[src/design/fupd_pkg.sv]
// Shared types, constants and character helpers for the file URI decoder.
package fupd_pkg;

  localparam int unsigned PrefixLen = 7;
  localparam int unsigned MaxWords  = 7;

  localparam logic [1:0] MODE_PREFIX = 2'd0;
  localparam logic [1:0] MODE_PASS   = 2'd1;
  localparam logic [1:0] MODE_DECODE = 2'd2;

  localparam logic [1:0] ESC_NONE    = 2'd0;
  localparam logic [1:0] ESC_PCT     = 2'd1;
  localparam logic [1:0] ESC_DIGIT   = 2'd2;

  localparam logic [7:0] CH_PERCENT  = 8'h25;
  localparam logic [7:0] CH_PLUS     = 8'h2b;
  localparam logic [7:0] CH_SPACE    = 8'h20;

  // One result word.
  typedef struct packed {
    logic [7:0] data;
    logic       last;
    logic       empty;
  } word_t;

  typedef struct packed {
    logic [1:0] mode;
    logic [2:0] pcnt;
    logic [1:0] esc;
    logic [7:0] held;
  } state_t;

  function automatic logic [7:0] prefix_char(input logic [2:0] idx);
    logic [7:0] ch;
    case (idx)
      3'd0:    ch = 8'h66; // f
      3'd1:    ch = 8'h69; // i
      3'd2:    ch = 8'h6c; // l
      3'd3:    ch = 8'h65; // e
      3'd4:    ch = 8'h3a; // :
      3'd5:    ch = 8'h2f; // /
      3'd6:    ch = 8'h2f; // /
      default: ch = 8'h00;
    endcase
    return ch;
  endfunction

  function automatic logic is_hex(input logic [7:0] b);
    return (b >= 8'h30 && b <= 8'h39) || (b >= 8'h61 && b <= 8'h66) ||
           (b >= 8'h41 && b <= 8'h46);
  endfunction

  function automatic logic [3:0] hex_val(input logic [7:0] b);
    logic [7:0] v;
    if (b >= 8'h30 && b <= 8'h39) v = b - 8'h30;
    else if (b >= 8'h61 && b <= 8'h66) v = b - 8'h57;
    else v = b - 8'h37;
    return v[3:0];
  endfunction

endpackage

[src/design/fupd_step.sv]
// Per-byte decode step: next state and the burst of result words for one byte.
module fupd_step (
  input  fupd_pkg::state_t st_i,
  input  logic [7:0]       byte_i,
  input  logic             last_i,
  output fupd_pkg::state_t st_o,
  output fupd_pkg::word_t  words_o [fupd_pkg::MaxWords],
  output logic [2:0]       count_o
);
  import fupd_pkg::*;

  logic       plain;
  logic [2:0] c;
  logic [2:0] c1;
  logic [2:0] n;
  state_t     nx;
  word_t      w [MaxWords];

  always_comb begin
    nx    = st_i;
    n     = 3'd0;
    plain = 1'b0;
    for (int i = 0; i < MaxWords; i++) begin
      w[i] = '0;
    end
    c  = (st_i.pcnt > 3'd6) ? 3'd6 : st_i.pcnt;
    c1 = c + 3'd1;

    case (st_i.mode)
      MODE_PASS: begin
        w[n] = '{data: byte_i, last: last_i, empty: 1'b0};
        n    = n + 3'd1;
      end
      MODE_DECODE: begin
        case (st_i.esc)
          ESC_PCT: begin
            if (is_hex(byte_i)) begin
              if (last_i) begin
                w[0] = '{data: CH_PERCENT, last: 1'b0, empty: 1'b0};
                w[1] = '{data: byte_i, last: 1'b1, empty: 1'b0};
                n    = 3'd2;
              end else begin
                nx.held = byte_i;
                nx.esc  = ESC_DIGIT;
              end
            end else begin
              nx.esc = ESC_NONE;
              w[0]   = '{data: CH_PERCENT, last: 1'b0, empty: 1'b0};
              n      = 3'd1;
              plain  = 1'b1;
            end
          end
          ESC_DIGIT: begin
            nx.esc  = ESC_NONE;
            nx.held = '0;
            if (is_hex(byte_i)) begin
              w[0] = '{data: {hex_val(st_i.held), hex_val(byte_i)}, last: last_i,
                       empty: 1'b0};
              n    = 3'd1;
            end else begin
              w[0]  = '{data: CH_PERCENT, last: 1'b0, empty: 1'b0};
              w[1]  = '{data: st_i.held, last: 1'b0, empty: 1'b0};
              n     = 3'd2;
              plain = 1'b1;
            end
          end
          default: begin
            nx.esc = ESC_NONE;
            plain  = 1'b1;
          end
        endcase

        if (plain) begin
          if (byte_i == CH_PERCENT) begin
            if (last_i) begin
              w[n] = '{data: CH_PERCENT, last: 1'b1, empty: 1'b0};
              n    = n + 3'd1;
            end else begin
              nx.esc = ESC_PCT;
            end
          end else if (byte_i == CH_PLUS) begin
            w[n] = '{data: CH_SPACE, last: last_i, empty: 1'b0};
            n    = n + 3'd1;
          end else begin
            w[n] = '{data: byte_i, last: last_i, empty: 1'b0};
            n    = n + 3'd1;
          end
        end
      end
      default: begin
        // prefix check; the unused mode code behaves the same
        if (byte_i == prefix_char(c)) begin
          if (c1 == 3'(PrefixLen)) begin
            if (last_i) begin
              w[0] = '{data: 8'h00, last: 1'b1, empty: 1'b1};
              n    = 3'd1;
            end else begin
              nx.mode = MODE_DECODE;
              nx.pcnt = '0;
            end
          end else begin
            nx.pcnt = c1;
            if (last_i) begin
              // short URI that matched so far: replay it, last on the final one
              for (int i = 0; i < MaxWords; i++) begin
                if (3'(i) < c1) begin
                  w[i] = '{data: prefix_char(3'(i)), last: (3'(i) == c), empty: 1'b0};
                end
              end
              n = c1;
            end
          end
        end else begin
          for (int i = 0; i < MaxWords - 1; i++) begin
            if (3'(i) < c) begin
              w[i] = '{data: prefix_char(3'(i)), last: 1'b0, empty: 1'b0};
            end
          end
          w[c]    = '{data: byte_i, last: last_i, empty: 1'b0};
          n       = c1;
          nx.mode = MODE_PASS;
          nx.pcnt = '0;
        end
      end
    endcase

    if (last_i) begin
      nx = '{mode: MODE_PREFIX, pcnt: 3'd0, esc: ESC_NONE, held: 8'h00};
    end
  end

  assign st_o    = nx;
  assign words_o = w;
  assign count_o = n;

endmodule

[src/design/file_uri_percent_decoder.sv]
// Top level of the file URI percent decoder: state, burst buffer and output register.
// Takes a URI one byte per word (tlast on the final byte). A leading "file://" is
// stripped and the rest percent-decoded ('+' to space, %XY to one byte, broken escapes
// kept literally); any other URI passes through unchanged. An input of exactly
// "file://" gives one word with tuser (empty) set. Each byte yields 0 to 7 words,
// which are queued in a seven-word burst buffer and drained one per clock through a
// registered output while it is not stalled. A byte making more than one word holds
// off input until the last word of its burst moves to the output register, so the
// block takes one byte per clock while each byte makes at most one word and the output
// is not stalled. A prefix mismatch after six matched bytes gives the most, seven words.
module file_uri_percent_decoder (
  input  logic       clk_i,
  input  logic       rst_ni,
  input  logic       s_axis_tvalid,
  output logic       s_axis_tready,
  input  logic [7:0] s_axis_tdata,   // [7:0] in_byte
  input  logic       s_axis_tlast,   // in_last
  output logic       m_axis_tvalid,
  input  logic       m_axis_tready,
  output logic [7:0] m_axis_tdata,   // [7:0] out_byte
  output logic       m_axis_tlast,   // out_last
  output logic       m_axis_tuser    // [0] out_empty
);
  import fupd_pkg::*;

  state_t     st_q, st_d, st_nx;
  word_t      step_words [MaxWords];
  logic [2:0] step_cnt;
  word_t      buf_q [MaxWords];
  word_t      buf_d [MaxWords];
  logic [2:0] cnt_q, cnt_d;
  word_t      out_q, out_d;
  logic       ov_q, ov_d;
  logic       pop, accept;

  fupd_step u_step (
    .st_i    (st_q),
    .byte_i  (s_axis_tdata),
    .last_i  (s_axis_tlast),
    .st_o    (st_nx),
    .words_o (step_words),
    .count_o (step_cnt)
  );

  assign pop           = (cnt_q != 3'd0) && (!ov_q || m_axis_tready);
  assign s_axis_tready = (cnt_q == 3'd0) || ((cnt_q == 3'd1) && pop);
  assign accept        = s_axis_tvalid && s_axis_tready;

  always_comb begin
    st_d  = accept ? st_nx : st_q;
    buf_d = buf_q;
    cnt_d = cnt_q;
    if (accept) begin
      buf_d = step_words;
      cnt_d = step_cnt;
    end else if (pop) begin
      for (int i = 0; i < MaxWords - 1; i++) begin
        buf_d[i] = buf_q[i+1];
      end
      cnt_d = cnt_q - 3'd1;
    end

    out_d = out_q;
    ov_d  = ov_q;
    if (pop) begin
      out_d = buf_q[0];
      ov_d  = 1'b1;
    end else if (m_axis_tready) begin
      ov_d = 1'b0;
    end
  end

  always_ff @(posedge clk_i or negedge rst_ni) begin
    if (!rst_ni) begin
      st_q  <= '{mode: MODE_PREFIX, pcnt: 3'd0, esc: ESC_NONE, held: 8'h00};
      cnt_q <= '0;
      ov_q  <= 1'b0;
    end else begin
      st_q  <= st_d;
      cnt_q <= cnt_d;
      ov_q  <= ov_d;
    end
  end

  always_ff @(posedge clk_i) begin
    buf_q <= buf_d;
    out_q <= out_d;
  end

  assign m_axis_tvalid = ov_q;
  assign m_axis_tdata  = out_q.data;
  assign m_axis_tlast  = out_q.last;
  assign m_axis_tuser  = out_q.empty;

endmodule

[config.mk]
export PLATFORM = sky130hd
export DESIGN_NAME = file_uri_percent_decoder
export DESIGN_NICKNAME = d
export VERILOG_FILES = /design/src/design/fupd_pkg.sv /design/src/design/fupd_step.sv /design/src/design/file_uri_percent_decoder.sv
export SDC_FILE = /design/constraint.sdc
export NUM_CORES = 1
export LEC_CHECK = 0
export BUFFER_PORTS_ARGS = -buffer_cell sky130_fd_sc_hd__buf_2
export CORE_UTILIZATION = 54
export CTS_CLUSTER_DIAMETER = 80
export DETAILED_ROUTE_END_ITERATION = 8
export MAX_ROUTING_LAYER = met4
export PLACE_DENSITY = 0.71
export SYNTH_ARGS = -nofsm -noshare
export SYNTH_HDL_FRONTEND = slang
export SYNTH_SLANG_ARGS = --single-unit
[constraint.sdc]
create_clock -name clk_i -period 3.9 [get_ports clk_i]
set_input_delay 0 -clock clk_i [delete_from_list [all_inputs] [get_ports clk_i]]
set_output_delay 0 -clock clk_i [all_outputs]
set_load 0.005 [all_outputs]
==> impl_metrics.yaml <==
clocking:
  cts-resized-gates: 0
  insertion_delay_ps: 390
  numCtsBuffers: 9
  cts_root_buf: "clkbuf_8"
  clk_path_buf_depth: 2
  cts_tree: "built"
  htreeDepth: 3
  clkTransAtPathRegs_ps: 120
  cts.sinks: 93
die:
  die_h_um: 105.9
  pin_count: 25
  die_area_mm2: 0.01122
  core.rowCount: 37
  die_x_um: 105.9
  coreArea_mm2: 0.01042
  initial_core_util: 0.5598
grt:
  grt_usage: 0.3503
  grt-ovfl-total: 0
  grt_start_max_net_pins: 69
  grt_antenna_before_repair: 0
  grt_pass1_vias: 4848
  grt_pass1_wl_um: 28310
critical_path:
  cp_slowest_stage_delay_ps: 630
  reg2reg_depth: 11
  crit_end: "buf_q[52]$_DFFE_PP_"
  critPathLaunchType: "flip-flop"
  r2r_start: "st_q[11]$_DFFE_PN0P_"
  crit_chain: "nand2_1 -> nand2_1 -> ha_1 -> nor3b_1 -> o21ai_0 -> nand3_1 -> nor4_4 -> buf_4 -> a21o_1 -> a31oi_1 -> a221o_1"
  r2r_end: "buf_q[52]$_DFFE_PP_"
  cp_top_family: "simple AND/OR/NAND/NOR gates"
  crit_slowest_cell: "dfrtp_1"
  path_buf_inv: 1
  arrival_ps: 3640
  reg2reg_slack_ps: 390
  critPathKind: "reg2reg"
  cp.depth: 11
  crit_path_start: "st_q[11]$_DFFE_PN0P_"
  cp.required_ps: 4030
  worst-path-max-fanout: 14
  cp_common_cell: "nand2_1"
  cp-end-kind: "flip-flop"
pwr:
  power.share.sequential: 0.428
  clockPowerShare: 0.174
  p_leak_nw: 2.445
  switching_power_mw: 1.655
  power_mw: 4.209
  intPower_mw: 2.554
  vdd_drop_max_mv: 0.6350
  p_comb_frac: 0.398
  switching_share: 0.3933
  powerDensity_mw_per_mm2: 665.6
synthesis:
  synth.most_common_cell: "edfxtp_1"
  synth_cell_types: 76
  synth-seq-cells: 93
  syn_area_per_cell_um2: 9.653
  syn_area_mm2: 0.005831
  yosysSeqAreaShare: 0.4627
  synth_ff_type: "edfxtp_1"
  synth_edf_count: 74
  synth_area_leaders: "edfxtp_1 (38%), dfrtp_1 (8.2%), ha_1 (4.7%)"
  yosysTopAreaCellShare: 0.3811
  async_flop_share: 0.2043
  synth_commonest_cells: "edfxtp_1 (74), nand2_1 (65), nor2_1 (49), o21ai_0 (47), a21oi_1 (30)"
  yosys.area.top_type: "edfxtp_1"
  ys_warn_count: 0
  syn_nets: 639
  synth_cells: 604
run:
  cap_violations: 0
timing:
  max_freq_ghz: 0.2848
  min_period_ps: 3511
  slew-limit-headroom: 0.3045
  tightest_slew_ps: 1039
  setup_violations: 0
  finalHoldViolCount: 0
  fin_crit_sh: 0.9003
  rsz0062_at_grt: "false"
  tns_ps: 0
  finClkSkew_ps: 20.88
  drv_slew: 0
layout:
  drive_gt1_frac: 0.1222
  nets: 652
  diodes: 0
  area_growth_pct: 8.455
  finalInstanceArea_mm2: 0.006324
detailed_routing:
  viasPerCell: 6.797
  dr.pass1.iters: 6
  drtIter0Drc: 640
  routed-via-count: 5152
  wl_per_cell_um: 24.11
  wirelength_um: 18270
  ant_nets: 0
  drc: 0
place:
  placed_area_mm2: 0.006087
  routabilityCongestion: 0.9850
  io_buffers: 24
  hpwl_um: 12800
worst_hold_path:
  min-delay-path-class: "in2reg"
run_status:
  status: "finished clean"
placed cells by master, fill, tap and decap left out, types with 5 or more instances in the layout:
cell / instances
a211oi_1: 9
a21o_1: 8
a21oi_1: 30
a22o_1: 20
a31oi_1: 11
and2_1: 9
buf_2: 24
buf_4: 21
clkbuf_8: 9
dfrtp_1: 19
edfxtp_1: 74
ha_1: 22
inv_1: 23
mux2i_1: 5
nand2_1: 63
nand2b_1: 5
nand3_1: 23
nor2_1: 49
nor2b_1: 10
nor3_1: 12
o211ai_1: 8
o21ai_0: 47
o22ai_1: 7
o31ai_1: 6
per-layer routing:
layer,vias to the layer above,track usage,routed length (um)
met5,-,-,0
met2,314,0.5093,8110
met4,0,0.1369,741
met3,66,0.05579,1619
li1,2310,-,-
met1,2462,0.4941,7802
sequential cells by signal, summed over array words and instances (netlist names):
name,cells
m_axis_tdata,8
cnt_q,3
m_axis_tlast,1
st_q,15
m_axis_tvalid,1
buf_q,64
m_axis_tuser,1
worst min-delay path by stage:
stage | startpoint | end | slack, ps | cells after the start
floorplan | rst_ni | cnt_q[0]$_DFFE_PN0P_ | -300 | 0
global placement | rst_ni | st_q[8]$_DFFE_PN0P_ | -10 | 1
detailed placement | rst_ni | st_q[8]$_DFFE_PN0P_ | -9 | 1
CTS | s_axis_tlast | st_q[14]$_DFFE_PN0P_ | 60 | 2
global route | s_axis_tdata[1] | st_q[1]$_DFFE_PN0P_ | 100 | 2
finish | s_axis_tlast | st_q[14]$_DFFE_PN0P_ | 80 | 2
through the flow:
step	util	setup slack [ps]	hold WS [ps]	std cells
finish	0.6071	388.8	81.50	758
CTS	0.6071	460.1	62.44	758
detailed placement	0.5844	210.1	-9.488	740
floorplan	-	740.0	-295.6	604
global route	0.6071	146.8	95.56	758
global placement	0.5844	291.1	-9.791	740
layout make-up:
class	instances	area (um^2)
clock inverter	7	92.59
fill	912	4093
inverter	25	93.84
clock buffer	9	123.9
multi-input combinational	441	2848
tap	136	170.2
timing repair buffer	47	297.8
sequential	93	2698
cells by family (layout without fill, tap and decap cells):
logic type	count (synthesis)	in the layout	synth area share
flops	93	93	0.4627
buf+inv	70	88	0.04978
xor+xnor	8	8	0.01202
compound gates	211	211	0.2599
simple gates	195	195	0.1599
mux	5	5	0.008584
fa+ha+maj	22	22	0.04721
power groups by stage:
stage | logic (mW) | clock network (mW) | registers, mW
finish | 1.68 | 0.731 | 1.80
global route | 1.82 | 0.755 | 1.84
CTS | 1.64 | 0.727 | 1.81
detailed placement | 1.64 | 0 | 1.83
global placement | 1.61 | 0 | 1.82
floorplan | 1.11 | 0 | 1.79
repair_timing:
item | CTS | global route
setup buffers | 0 | 0
endpoints found under the setup margin | 0 | 0
hold endpoints to repair | 20 | 0
hold buffers | 2 | 0
(Power assumes the default switching activity.)
